===== config.mk =====
export PLATFORM = sky130hd
export DESIGN_NAME = text_console_cursor_controller
export DESIGN_NICKNAME = d
export VERILOG_FILES = /design/src/hw/rtl/tcc_pkg.sv /design/src/hw/rtl/text_console_cursor_controller.sv /design/src/hw/rtl/tcc_alu.sv /design/src/hw/rtl/tcc_band_map.sv
export SDC_FILE = /design/constraint.sdc
export NUM_CORES = 1
export LEC_CHECK = 0
export BUFFER_PORTS_ARGS = -buffer_cell sky130_fd_sc_hd__buf_4
export CAP_MARGIN = 20
export CORE_ASPECT_RATIO = 0.8
export CORE_MARGIN = 4
export CORE_UTILIZATION = 42
export CTS_CLUSTER_SIZE = 40
export DETAILED_ROUTE_END_ITERATION = 12
export PLACE_DENSITY_LB_ADDON = 0.2
export SYNTH_ARGS = -nofsm -noshare
export SYNTH_HDL_FRONTEND = slang
export SYNTH_SLANG_ARGS = --single-unit

===== constraint.sdc =====
create_clock -name clk -period 8.7 [get_ports clk]
set_clock_uncertainty 0.05 [all_clocks]
set_input_delay 1.74 -clock clk [delete_from_list [all_inputs] [get_ports clk]]
set_output_delay 1.74 -clock clk [all_outputs]
set_load 0.1 [all_outputs]

===== src/hw/rtl/tcc_pkg.sv =====
package tcc_pkg;

  localparam int SCREEN_WIDTH  = 240;
  localparam int SCREEN_HEIGHT = 320;
  localparam int GLYPH_WIDTH   = 6;
  localparam int GLYPH_HEIGHT  = 8;
  localparam int BAND_COUNT    = 20;

  localparam int BAND_LOG    = 4;
  localparam int BAND_PIXELS = 1 << BAND_LOG;
  localparam int BAND_IDX_W  = (BAND_COUNT > 1) ? $clog2(BAND_COUNT) : 1;

  localparam int COORD_W = 10;
  localparam int ALU_W   = COORD_W + 1;
  localparam int CELL_W  = 8;
  localparam int SCALE_W = 4;

  localparam logic [SCALE_W-1:0] SCALE_RESET = 4'd2;
  localparam logic [SCALE_W-1:0] SCALE_MAX   = 4'd8;
  localparam logic [COORD_W-1:0] ROW_MAX     = 10'd1023;

  typedef enum logic [1:0] {
    MODE_PUT   = 2'd0,
    MODE_BACK  = 2'd1,
    MODE_SET   = 2'd2,
    MODE_CLEAR = 2'd3
  } mode_t;

  localparam logic [7:0] CHAR_NEWLINE = 8'd10;
  localparam logic [7:0] CHAR_RETURN  = 8'd13;
  localparam logic [7:0] CHAR_SPACE   = 8'd32;

  localparam logic KIND_GLYPH = 1'b0;
  localparam logic KIND_FILL  = 1'b1;

  typedef struct packed {
    logic             carry;
    logic [ALU_W-1:0] value;
  } alu_res_t;

  typedef struct packed {
    logic                  any;
    logic                  only_one;
    logic [BAND_IDX_W-1:0] idx;
  } band_stat_t;

  // cell edge in pixels for a raw scale register value
  function automatic logic [CELL_W-1:0] cell_size(input logic [SCALE_W-1:0] scale,
                                                  input int glyph);
    logic [SCALE_W-1:0] eff;
    eff = scale;
    if (scale == '0) eff = 4'd1;
    else if (scale > SCALE_MAX) eff = SCALE_MAX;
    return CELL_W'(eff * glyph);
  endfunction

endpackage


===== src/hw/rtl/text_console_cursor_controller.sv =====
// a printable character goes through wrap check, row wrap if needed and glyph state;
// newline steps the row; carriage return and set position finish on accept;
// backspace steps back then emits a fill; a clear emits one fill per dirty band
// throughput: one item at a time; every cursor step goes through the single shared adder
// a clear emits one band fill per cycle while the output register drains
// reset (rst, synchronous): cursor at origin, all bands clean, scale 2, no word pending
module text_console_cursor_controller (
  input  logic        clk,
  input  logic        rst,
  input  logic        in_valid,
  output logic        in_stall,
  input  logic [1:0]  mode,
  input  logic [7:0]  char_code,
  input  logic [9:0]  pos_x,
  input  logic [9:0]  pos_y,
  output logic        out_valid,
  input  logic        out_stall,
  output logic        kind,
  output logic [9:0]  rect_x,
  output logic [9:0]  rect_y,
  output logic [9:0]  rect_width,
  output logic [9:0]  rect_height,
  output logic [7:0]  glyph_code,
  output logic        last,
  input  logic        cfg_valid,
  output logic        cfg_ready,
  input  logic [3:0]  cfg_data
);

  typedef enum logic [3:0] {
    ST_IDLE,
    ST_WRAP_CHK,
    ST_ROW_WRAP,
    ST_ROW_NL,
    ST_GLYPH,
    ST_BS_COL,
    ST_BS_ROW,
    ST_BS_EMIT,
    ST_CLEAR
  } state_t;

  state_t state;

  logic [tcc_pkg::CELL_W-1:0]  cell_w;
  logic [tcc_pkg::CELL_W-1:0]  cell_h;
  logic [tcc_pkg::COORD_W-1:0] cursor_col;
  logic [tcc_pkg::COORD_W-1:0] cursor_row;
  logic [7:0]                  code;

  logic [tcc_pkg::ALU_W-1:0] alu_a;
  logic [tcc_pkg::ALU_W-1:0] alu_b;
  logic                      alu_sub;
  tcc_pkg::alu_res_t         alu_res;
  tcc_pkg::band_stat_t       band_stat;

  logic in_take;
  logic out_free;
  logic out_load;
  logic band_mark;
  logic band_clr;
  logic glyph_vis;
  logic [tcc_pkg::COORD_W-1:0] add_sat;
  logic [tcc_pkg::COORD_W-1:0] sub_clamp;

  assign in_stall  = (state != ST_IDLE);
  assign in_take   = in_valid && !in_stall;
  assign out_free  = !out_valid || !out_stall;
  assign cfg_ready = 1'b1;

  assign band_mark = in_take && (tcc_pkg::mode_t'(mode) == tcc_pkg::MODE_PUT);
  assign band_clr  = (state == ST_CLEAR) && band_stat.any && out_free;

  // a new word enters the output register this cycle
  assign out_load  = out_free && (((state == ST_GLYPH) && glyph_vis) ||
                                  (state == ST_BS_EMIT) || band_clr);

  assign add_sat   = alu_res.value[tcc_pkg::COORD_W] ? tcc_pkg::ROW_MAX
                                                     : alu_res.value[tcc_pkg::COORD_W-1:0];
  assign sub_clamp = alu_res.carry ? '0 : alu_res.value[tcc_pkg::COORD_W-1:0];

  assign glyph_vis = (32'(cursor_col) < tcc_pkg::SCREEN_WIDTH) &&
                     (32'(cursor_row) < tcc_pkg::SCREEN_HEIGHT) &&
                     (code >= tcc_pkg::CHAR_SPACE);

  // operand select for the shared adder
  always_comb begin
    alu_a   = tcc_pkg::ALU_W'(cursor_col);
    alu_b   = tcc_pkg::ALU_W'(cell_w);
    alu_sub = 1'b0;
    unique case (state)
      ST_ROW_WRAP, ST_ROW_NL: begin
        alu_a = tcc_pkg::ALU_W'(cursor_row);
        alu_b = tcc_pkg::ALU_W'(cell_h);
      end
      ST_BS_COL: begin
        alu_sub = 1'b1;
        if (cursor_col == '0) alu_a = tcc_pkg::ALU_W'(tcc_pkg::SCREEN_WIDTH);
      end
      ST_BS_ROW: begin
        alu_sub = 1'b1;
        alu_a   = tcc_pkg::ALU_W'(cursor_row);
        alu_b   = tcc_pkg::ALU_W'(cell_h);
      end
      default: begin
      end
    endcase
  end

  tcc_alu u_alu (
    .a   (alu_a),
    .b   (alu_b),
    .sub (alu_sub),
    .res (alu_res)
  );

  tcc_band_map u_band_map (
    .clk      (clk),
    .rst      (rst),
    .mark     (band_mark),
    .mark_row (cursor_row),
    .clr      (band_clr),
    .stat     (band_stat)
  );

  always_ff @(posedge clk) begin
    if (rst) begin
      state      <= ST_IDLE;
      cell_w     <= tcc_pkg::cell_size(tcc_pkg::SCALE_RESET, tcc_pkg::GLYPH_WIDTH);
      cell_h     <= tcc_pkg::cell_size(tcc_pkg::SCALE_RESET, tcc_pkg::GLYPH_HEIGHT);
      cursor_col <= '0;
      cursor_row <= '0;
      out_valid  <= 1'b0;
    end else begin
      if (cfg_valid && cfg_ready) begin
        cell_w <= tcc_pkg::cell_size(cfg_data, tcc_pkg::GLYPH_WIDTH);
        cell_h <= tcc_pkg::cell_size(cfg_data, tcc_pkg::GLYPH_HEIGHT);
      end
      if (out_valid && !out_stall && !out_load) out_valid <= 1'b0;

      unique case (state)
        ST_IDLE: begin
          if (in_take) begin
            code <= char_code;
            unique case (tcc_pkg::mode_t'(mode))
              tcc_pkg::MODE_PUT: begin
                if (char_code == tcc_pkg::CHAR_NEWLINE) begin
                  cursor_col <= '0;
                  state      <= ST_ROW_NL;
                end else if (char_code != tcc_pkg::CHAR_RETURN) begin
                  state <= ST_WRAP_CHK;
                end
              end
              tcc_pkg::MODE_BACK: begin
                if (cursor_col != '0 || cursor_row != '0) state <= ST_BS_COL;
              end
              tcc_pkg::MODE_SET: begin
                cursor_col <= pos_x;
                cursor_row <= pos_y;
              end
              tcc_pkg::MODE_CLEAR: state <= ST_CLEAR;
              default: begin
              end
            endcase
          end
        end
        ST_WRAP_CHK: begin
          if (32'(alu_res.value) > tcc_pkg::SCREEN_WIDTH) begin
            cursor_col <= '0;
            state      <= ST_ROW_WRAP;
          end else begin
            state <= ST_GLYPH;
          end
        end
        ST_ROW_WRAP: begin
          cursor_row <= add_sat;
          state      <= ST_GLYPH;
        end
        ST_ROW_NL: begin
          cursor_row <= add_sat;
          state      <= ST_IDLE;
        end
        ST_GLYPH: begin
          // a visible glyph waits for the output slot before the cursor moves
          if (!glyph_vis || out_free) begin
            cursor_col <= add_sat;
            state      <= ST_IDLE;
            if (glyph_vis) begin
              out_valid   <= 1'b1;
              kind        <= tcc_pkg::KIND_GLYPH;
              rect_x      <= cursor_col;
              rect_y      <= cursor_row;
              rect_width  <= '0;
              rect_height <= '0;
              glyph_code  <= code;
              last        <= 1'b1;
            end
          end
        end
        ST_BS_COL: begin
          cursor_col <= sub_clamp;
          state      <= (cursor_col == '0) ? ST_BS_ROW : ST_BS_EMIT;
        end
        ST_BS_ROW: begin
          cursor_row <= sub_clamp;
          state      <= ST_BS_EMIT;
        end
        ST_BS_EMIT: begin
          if (out_free) begin
            out_valid   <= 1'b1;
            kind        <= tcc_pkg::KIND_FILL;
            rect_x      <= cursor_col;
            rect_y      <= cursor_row;
            rect_width  <= tcc_pkg::COORD_W'(cell_w);
            rect_height <= tcc_pkg::COORD_W'(cell_h);
            glyph_code  <= '0;
            last        <= 1'b1;
            state       <= ST_IDLE;
          end
        end
        ST_CLEAR: begin
          if (!band_stat.any) begin
            state <= ST_IDLE;
          end else if (out_free) begin
            out_valid   <= 1'b1;
            kind        <= tcc_pkg::KIND_FILL;
            rect_x      <= '0;
            rect_y      <= tcc_pkg::COORD_W'(band_stat.idx) << tcc_pkg::BAND_LOG;
            rect_width  <= tcc_pkg::COORD_W'(tcc_pkg::SCREEN_WIDTH);
            rect_height <= tcc_pkg::COORD_W'(tcc_pkg::BAND_PIXELS);
            glyph_code  <= '0;
            last        <= band_stat.only_one;
            if (band_stat.only_one) state <= ST_IDLE;
          end
        end
        default: state <= ST_IDLE;
      endcase
    end
  end

  a_set_pos: assert property (@(posedge clk) disable iff (rst)
    (in_take && tcc_pkg::mode_t'(mode) == tcc_pkg::MODE_SET) |=>
      (cursor_col == $past(pos_x) && cursor_row == $past(pos_y)))
    else $error("set position not applied");

  a_glyph_shape: assert property (@(posedge clk) disable iff (rst)
    (out_valid && kind == tcc_pkg::KIND_GLYPH) |->
      (rect_width == '0 && rect_height == '0 && glyph_code >= tcc_pkg::CHAR_SPACE))
    else $error("glyph word with size or control code");

  a_fill_code: assert property (@(posedge clk) disable iff (rst)
    (out_valid && kind == tcc_pkg::KIND_FILL) |-> (glyph_code == '0 && rect_width != '0))
    else $error("fill word malformed");

  a_no_overwrite: assert property (@(posedge clk) disable iff (rst)
    (out_valid && out_stall) |=> ($stable(rect_x) && $stable(rect_y) && $stable(last)))
    else $error("pending word overwritten");

endmodule


===== src/hw/rtl/tcc_alu.sv =====
module tcc_alu (
  input  logic [tcc_pkg::ALU_W-1:0] a,
  input  logic [tcc_pkg::ALU_W-1:0] b,
  input  logic                      sub,
  output tcc_pkg::alu_res_t         res
);

  logic [tcc_pkg::ALU_W:0] sum;

  // carry is the overflow bit on add and the borrow on subtract
  always_comb begin
    if (sub) begin
      sum = {1'b0, a} - {1'b0, b};
    end else begin
      sum = {1'b0, a} + {1'b0, b};
    end
    res.carry = sum[tcc_pkg::ALU_W];
    res.value = sum[tcc_pkg::ALU_W-1:0];
  end

endmodule


===== src/hw/rtl/tcc_band_map.sv =====
module tcc_band_map (
  input  logic                          clk,
  input  logic                          rst,
  input  logic                          mark,
  input  logic [tcc_pkg::COORD_W-1:0]   mark_row,
  input  logic                          clr,
  output tcc_pkg::band_stat_t           stat
);

  logic [tcc_pkg::BAND_COUNT-1:0] dirty;
  logic [tcc_pkg::COORD_W-tcc_pkg::BAND_LOG-1:0] band;
  logic [tcc_pkg::BAND_IDX_W-1:0] low_idx;

  assign band = mark_row[tcc_pkg::COORD_W-1:tcc_pkg::BAND_LOG];

  // lowest dirty band
  always_comb begin
    low_idx = '0;
    for (int i = tcc_pkg::BAND_COUNT - 1; i >= 0; i--) begin
      if (dirty[tcc_pkg::BAND_IDX_W'(i)]) low_idx = tcc_pkg::BAND_IDX_W'(i);
    end
  end

  assign stat.any      = |dirty;
  assign stat.only_one = (dirty & (dirty - 1'b1)) == '0;
  assign stat.idx      = low_idx;

  always_ff @(posedge clk) begin
    if (rst) begin
      dirty <= '0;
    end else if (mark) begin
      if (32'(band) < tcc_pkg::BAND_COUNT) begin
        dirty[band[tcc_pkg::BAND_IDX_W-1:0]] <= 1'b1;
      end
    end else if (clr) begin
      dirty[low_idx] <= 1'b0;
    end
  end

endmodule

== After elaboration in Yosys (flattened, before gate mapping) ==
Index checks and enable logic that the tools add are counted.
Cells by class
  $add $sub $neg: 3
  multipliers: 1
  magnitude comparators: 10
  equal/unequal tests: 29
  mux-type cells: 100
  bitwise gates (word level): 5
  reductions and logical operators: 45
Operator list (number)
  two-way mux 10 bit: 27
  case mux 10 bit (3 select lines): 5
  two-way mux 5 bit: 16
  two-way mux 20 bit: 3
  two-way mux 4 bit: 13
  AND 20 bit: 2
  case mux 10 bit (2 select lines): 2
  case mux 10 bit (4 select lines): 1
  two-way mux 8 bit: 4
  case mux 4 bit (8 select lines): 1
  case mux 8 bit (3 select lines): 1
  logical NOT 20 bit: 1
  NOT 20 bit: 1
  OR 20 bit: 1
  nonzero test 10 bit: 2
  OR reduction 20 bit: 1
  subtractor 20 x 1 -> 20 bit (second input constant): 1
  two-way mux 1 bit: 18
  == test 4 x 3 -> 1 bit (second input constant): 4
  logical AND 1 bit: 12
  less-than comparator 5 x 6 -> 1 bit (second input constant): 2
  two-way mux 12 bit: 1
  inequality test 2 bit (second input constant): 6
  inequality test 3 bit (second input constant): 4
  43 further kinds: 64
Storage, ports and cells
  register bits after elaboration: 113
  bits of input ports: 39
  output and inout bits: 53
  word-level logic and storage cells: 208

== Longest topological paths before layout ==
  depth in word-level cells: 24
  gate-level depth with buffers: 18
  gate-level depth less buffers: 15

== Hierarchy ==
From an unflattened synthesis, not the netlist that was laid out.
Second synthesis, totals
  cells, all modules: 692
  area total of the unflattened synthesis: 6187.2 um^2
By module, submodules not included
  text_console_cursor_controller: instances 1, cells each 417, area an instance 4185.3 um^2, seq. area each 2122.0 um^2
  tcc_band_map: instances 1, cells each 174, area an instance 1298.7 um^2, seq. area each 400.4 um^2
  tcc_alu: instances 1, cells each 101, area an instance 703.2 um^2, seq. area each 0.0 um^2

== Worst setup path before layout ==
OpenSTA, ideal clock, no wires.
  path kind: register -> register
  start point: register state[1]
  end point: register cursor_col[3] (netlist name)
  arrival time: 3.811 ns
  data required time: 8.527 ns
  setup slack: 4.716 ns
  stages on the path, launching flop included: 19
  path buffers: 5
  clock period less this slack: 3.984 ns
  cells stage by stage: dfxtp_1 -> and2b_1 -> buf_4 -> nand2_4 -> clkbuf_1 -> nand2_1 -> o22a_1 -> ha_1 -> clkbuf_1 -> a21oi_1 -> o211ai_1 -> and3_1 -> clkbuf_1 -> or4_1 -> and4_1 -> a211oi_4 -> a21o_1 -> buf_6 -> mux2_1
Between the ends
  cells in the longest elaborated chain, start to end: 8
RTL lines
  start: declaration: RTL line text_console_cursor_controller.sv:42  | state_t state;
  start signal: assignment: RTL line text_console_cursor_controller.sv:201  | state <= (cursor_col == '0) ? ST_BS_ROW : ST_BS_EMIT;
  == test 4 x 3 -> 1 bit / == test 4 x 2 -> 1 bit (equally long branches): RTL line text_console_cursor_controller.sv:90  | unique case (state)
  OR reduction 3 bit (no source line)
  case mux 10 bit (2 select lines) / two-way mux 7 bit (equally long branches): RTL line text_console_cursor_controller.sv:90
  adder 10 x 7 -> 11 bit / subtractor 10 x 7 -> 11 bit (equally long branches): RTL line tcc_alu.sv:15, tcc_alu.sv:13
  two-way mux 12 bit: RTL line tcc_alu.sv:12  | if (sub) begin
  > comparator 11 x 8 -> 1 bit / two-way mux 10 bit (equally long branches): RTL line text_console_cursor_controller.sv:167, text_console_cursor_controller.sv:77
  inequality test 2 bit (no source line) / two-way mux 10 bit (equally long branches)
  AND reduction 6 bit (no source line) / case mux 10 bit (4 select lines) (equally long branches)
  end signal: assignment: RTL line text_console_cursor_controller.sv:157  | cursor_col <= pos_x;
  end signal: assignment: RTL line text_console_cursor_controller.sv:185  | cursor_col <= add_sat;
  end signal: assignment: RTL line text_console_cursor_controller.sv:200  | cursor_col <= sub_clamp;
  end: declaration: RTL line text_console_cursor_controller.sv:46  | logic [tcc_pkg::COORD_W-1:0] cursor_col;
Parallel ways exist; a longest one is shown, timed or not. The select of a mux whose other input is x is not followed.
A chain may end at the register's enable or synchronous reset.

== Worst setup path after layout ==
  start point: register state[2]
  end point: register cursor_col[3] (netlist name)
Same word-level chain as after synthesis.

==> flow_results.org <==
** Routing
- WL/cell :: 19.13 um
- The detail route stage leaves a number of antenna-violating nets equal to 0.
- The first TritonRoute pass finished after 6 iterations.
- DRC marker count from the first detailed-route iteration :: 616
- In the routed design, unresolved DRC markers number 0.
- Routed WL :: around 18000 um
- Using the TritonRoute via totals, the vias-per-cell ratio works out to 6.023.
- Across all layers, the routed design uses 5601 vias.

** Place
- # placed instances :: 914
- The wire-length estimate of the detail-placed layout is 13360 um.
- Count of port buffers added during placement :: just over 80
- OpenSTA, run right after detailed placement, puts the worst setup slack at about 3900 ps.
- Routability cong. :: about 0.95

** Worst setup path
- In this design, the largest share of critical-path delay is due to compound AO/OA/AOI/OAI gates.
- STA classifies the critical path startpoint as a flip-flop.
- The critical path contains buffers and inverters numbering 0 combined.
- On the critical path, the stage with the largest delay is an instance of sky130_fd_sc_hd__dfxtp_1.
- Worst Path Arrival :: 5200 ps
- Worst path cell trace :: nor4bb_1 > a21oi_1 > a22o_1 > ha_1 > fa_1 > a211oi_1 > nor3b_1 > o311ai_1 > nand2_1 > xnor2_1 > a211oi_4 > a21o_1 > mux2_1
- The worst setup path is captured at a flip-flop.
- In this run the worst path has a maximum fanout of 16.
- Endpoint required time on the critical path :: 8890 ps
- Longest individual stage delay on the worst path :: just under 700 ps
- For flop-to-flop paths, the worst setup slack is 3690 ps.
- The critical path in this run is classified as flip-flop to flip-flop.

** Clock tree
- The cell sitting at the root of the clock tree is a sky130_fd_sc_hd__clkbuf_16.
- Clock insertion delay at the later pin of the skew report :: roughly 350 ps
- TritonCTS built the clock tree.
- Total clock sinks :: 102
- The H-tree was split into 3 levels.
- Once the clock tree was built, the setup fixing pass inserted 0 buffers.
- CTS max path bufs :: 2
- TritonCTS created 9 clock buffers.
- In this run, post-CTS repair resized a total of 0 instances.
- For this design, the CTS-stage hold fixing added 0 buffers.
- Clock slew seen by the registers of the worst setup and hold paths :: 70 ps

** Synthesis
- The share of synthesized area in the top cell type comes to 0.2361.
- After synthesis, the share of flip-flops with an asynchronous set or reset is 0.
- In the synthesized netlist the dominant register cell turns out to be sky130_fd_sc_hd__dfxtp_1.
- After synthesis, the netlist uses 82 different library cells.
- Number of enable-type register cells in the synthesized netlist :: 48
- Post-synth design cell area :: approximately 6100 um2
- Multiplexer fraction of the synthesized cell area :: 0.02090
- Synth top cells by count :: 71 x sky130_fd_sc_hd__a21oi_1, 62 x sky130_fd_sc_hd__nand2_1, 54 x sky130_fd_sc_hd__dfxtp_1, 54 x sky130_fd_sc_hd__nor2_1, 48 x sky130_fd_sc_hd__edfxtp_1
- Synth Area in Compound Gates :: 0.2287
- The synthesized design contains 102 register bits.
- The share of the Yosys chip area taken by registers is 0.4131.
- Cell types with the largest area share after synthesis :: sky130_fd_sc_hd__edfxtp_1 24%, sky130_fd_sc_hd__dfxtp_1 18%, sky130_fd_sc_hd__a21oi_1 5.8%
- Of the total synthesized cell area, the portion taken by AND, OR, NAND and NOR gates is 0.2168.
- The Yosys step of the flow raised 0 warnings.
- Post-synthesis xor/xnor area fraction :: 0.01148
- Most instantiated library cell after synthesis :: sky130_fd_sc_hd__a21oi_1
- Synthesis produced 685 cells.
- After synthesis, the largest family of logic cells by area is compound AO/OA/AOI/OAI gates.
- Of the total synthesized cell area, the portion taken by full adders, half adders and majority gates is 0.05205.
- Area leader, netlist :: sky130_fd_sc_hd__edfxtp_1
- Post-synthesis average cell area :: roughly 9 um2

** Power
- Clock network power share :: 0.349
- PwrDens :: 181.2 nW/um2
- The analysis attributes to cell leakage a power of 2.796 nW.
- Int Power :: 878.6 uW
- The analysis attributes to net switching a power of 406.0 uW.
- Total power for the finished layout comes to 1.285 mW.
- Logic gate share of total power :: 0.218
- Proportion of power drawn by flip-flops and latches :: 0.433
- Of the total power, the share spent switching nets is 0.3161.
- IR analysis of the VDD net gives a maximum drop of 0.0001407 V.

** GRT
- met1 is the most crowded layer.
- For this run, the total global-route usage over all layers was measured as 0.2120.
- Largest net degree at the start of global routing :: 44
- GRT Residual Overflow :: 0
- Number of antenna violations at the first check in global routing :: 0
- Global routing met2 resource utilization :: 0.3141
- The first global-routing pass estimated 27410 um of wire.
- Met3 usage :: 0.04662
- The number of global-route vias before repair came to around 5100.
- For met1 alone, demand over resource in global routing was 0.3149.

** Run
- Across the run, the number of max-cap violations was 0.

** Floorplanning
- For this configuration, the core starts out at a cell density of 0.4285.
- 92 I/O pins were placed.
- The floorplan has 39 rows.
- Y dimension of the die :: 115.8 um
- The die covers 16540 um2.
- The die is 142.8 um wide.
- Placeable core region :: between 10000 and 15000 um2

** STA
- In this run the tightest slew margin relative to its limit is 0.3467.
- Setup violations remaining at the end of the flow were counted as 0.
- Number of failing hold endpoints at the final stage :: 0
- Max-slew violation count :: 0
- PnR worst setup slack :: ~3700 ps
- For the finished layout, the period the worst path requires is 5010 ps.
- Transition time of the tightest slew-check pin :: 970.9 ps
- Setup repair after global routing left no endpoint under its margin.
- Post-Route Setup TNS :: 0 ps
- Derived from the worst setup path, the maximum achievable clock frequency is 199.6 MHz.
- Period utilization :: 0.5759

** Outcome
- Status :: complete, no violations

** Final layout
- From synthesis to final layout, the design area changed by 16.11%.
- The final layout contains 802 nets.
- 0 antenna diodes ended up in the layout.
- The finished layout holds 930 standard cells, fillers aside.
- Fraction of layout instances using a drive strength above 1 :: 0.1475

** Hold path
- The min-delay analysis places its worst path in the category flip-flop to flip-flop.
==> worst min-delay path: cells and delay by family (launching register included) <==
kind | cells | cell delay, ps
DFF | 1 | 330
and+or+nand+nor | 1 | 60
muxes | 1 | 60
==> worst paths after layout <==
| kind | startpoint | end | cells past startpoint |
|---|---|---|---|
| min | cursor_col[9] | cursor_col[9] | 2 |
| max | state[2] | cursor_col[3] | 13 |
| max reg2reg | state[2] | cursor_col[3] | 13 |
| min reg2reg | cursor_col[9] | cursor_col[9] | 2 |
==> routing by layer <==
layer	wire length, um	vias to the layer above	part of all wire
met4	283	0	0.016
met1	8260	2653	0.46
met3	1724	31	0.097
li1	-	2622	-
met5	0	-	0
met2	7519	295	0.42
==> registers in the layout, indices dropped and copies added, names as in the netlist, 4 cells and up, named ones only <==
name and flops:
u_band_map.dirty 16, cursor_col 10, cursor_row 10, rect_x 10, rect_y 10, code 8
glyph_code 8, rect_width 7, cell_w 5, cell_h 4, state 4
==> layout by cell type, fill, tap and decap left out, drive strengths merged, types with 8 or more instances in the layout <==
master,Yosys,final
a2111oi,8,8
a211oi,21,21
a21oi,72,72
a22oi,8,8
and2,31,31
and3,8,8
buf,21,83
clkbuf,25,11
conb,2,10
dfxtp,54,54
edfxtp,48,48
ha,19,19
inv,28,28
mux2i,9,9
nand2,63,63
nand2b,8,8
nand3,8,8
nor2,54,54
nor2b,15,15
nor3,22,22
nor4,12,12
o21ai,26,26
==> per-stage QoR <==
step,hold WS [ps],area [um2],utilization
final,444.5,7089,0.4975
after floorplan,397.5,6136,-
after CTS,449.2,7086,0.4973
after global routing,486.3,7089,0.4975
after global placement,418.5,6746,0.4735
after detailed placement,437.6,6750,0.4737
==> layout make-up <==
type                       count  area (um2)
sequential                   102        2522
clock buffer                  11       254.0
timing repair buffer          83       619.3
multi-input combinational    517        3277
tap                          184       230.2
clock inverter                 5       81.33
fill                        1349        7159
inverter                      28       105.1
==> power by group through the flow <==
stage	clock network (mW)	logic (mW)	registers, mW
2_1_floorplan	0	0.173	0.594
3_3_place_gp	0	0.274	0.566
3_5_place_dp	0	0.276	0.566
4_1_cts	0.456	0.276	0.555
5_1_grt	0.474	0.301	0.559
6_report	0.448	0.280	0.557
==> logic make-up (layout without fill, tap and decap cells) <==
| family | Yosys count | in the layout |
|---|---|---|
| other | 2 | 10 |
| adders and majority gates | 24 | 24 |
| buffers and inverters | 74 | 127 |
| muxes | 12 | 12 |
| and+or+nand+nor | 255 | 255 |
| AOI/OAI and AO/OA | 208 | 208 |
| xor gates and xnor gates | 8 | 8 |
| DFF | 102 | 102 |
(Power assumes the default switching activity.)
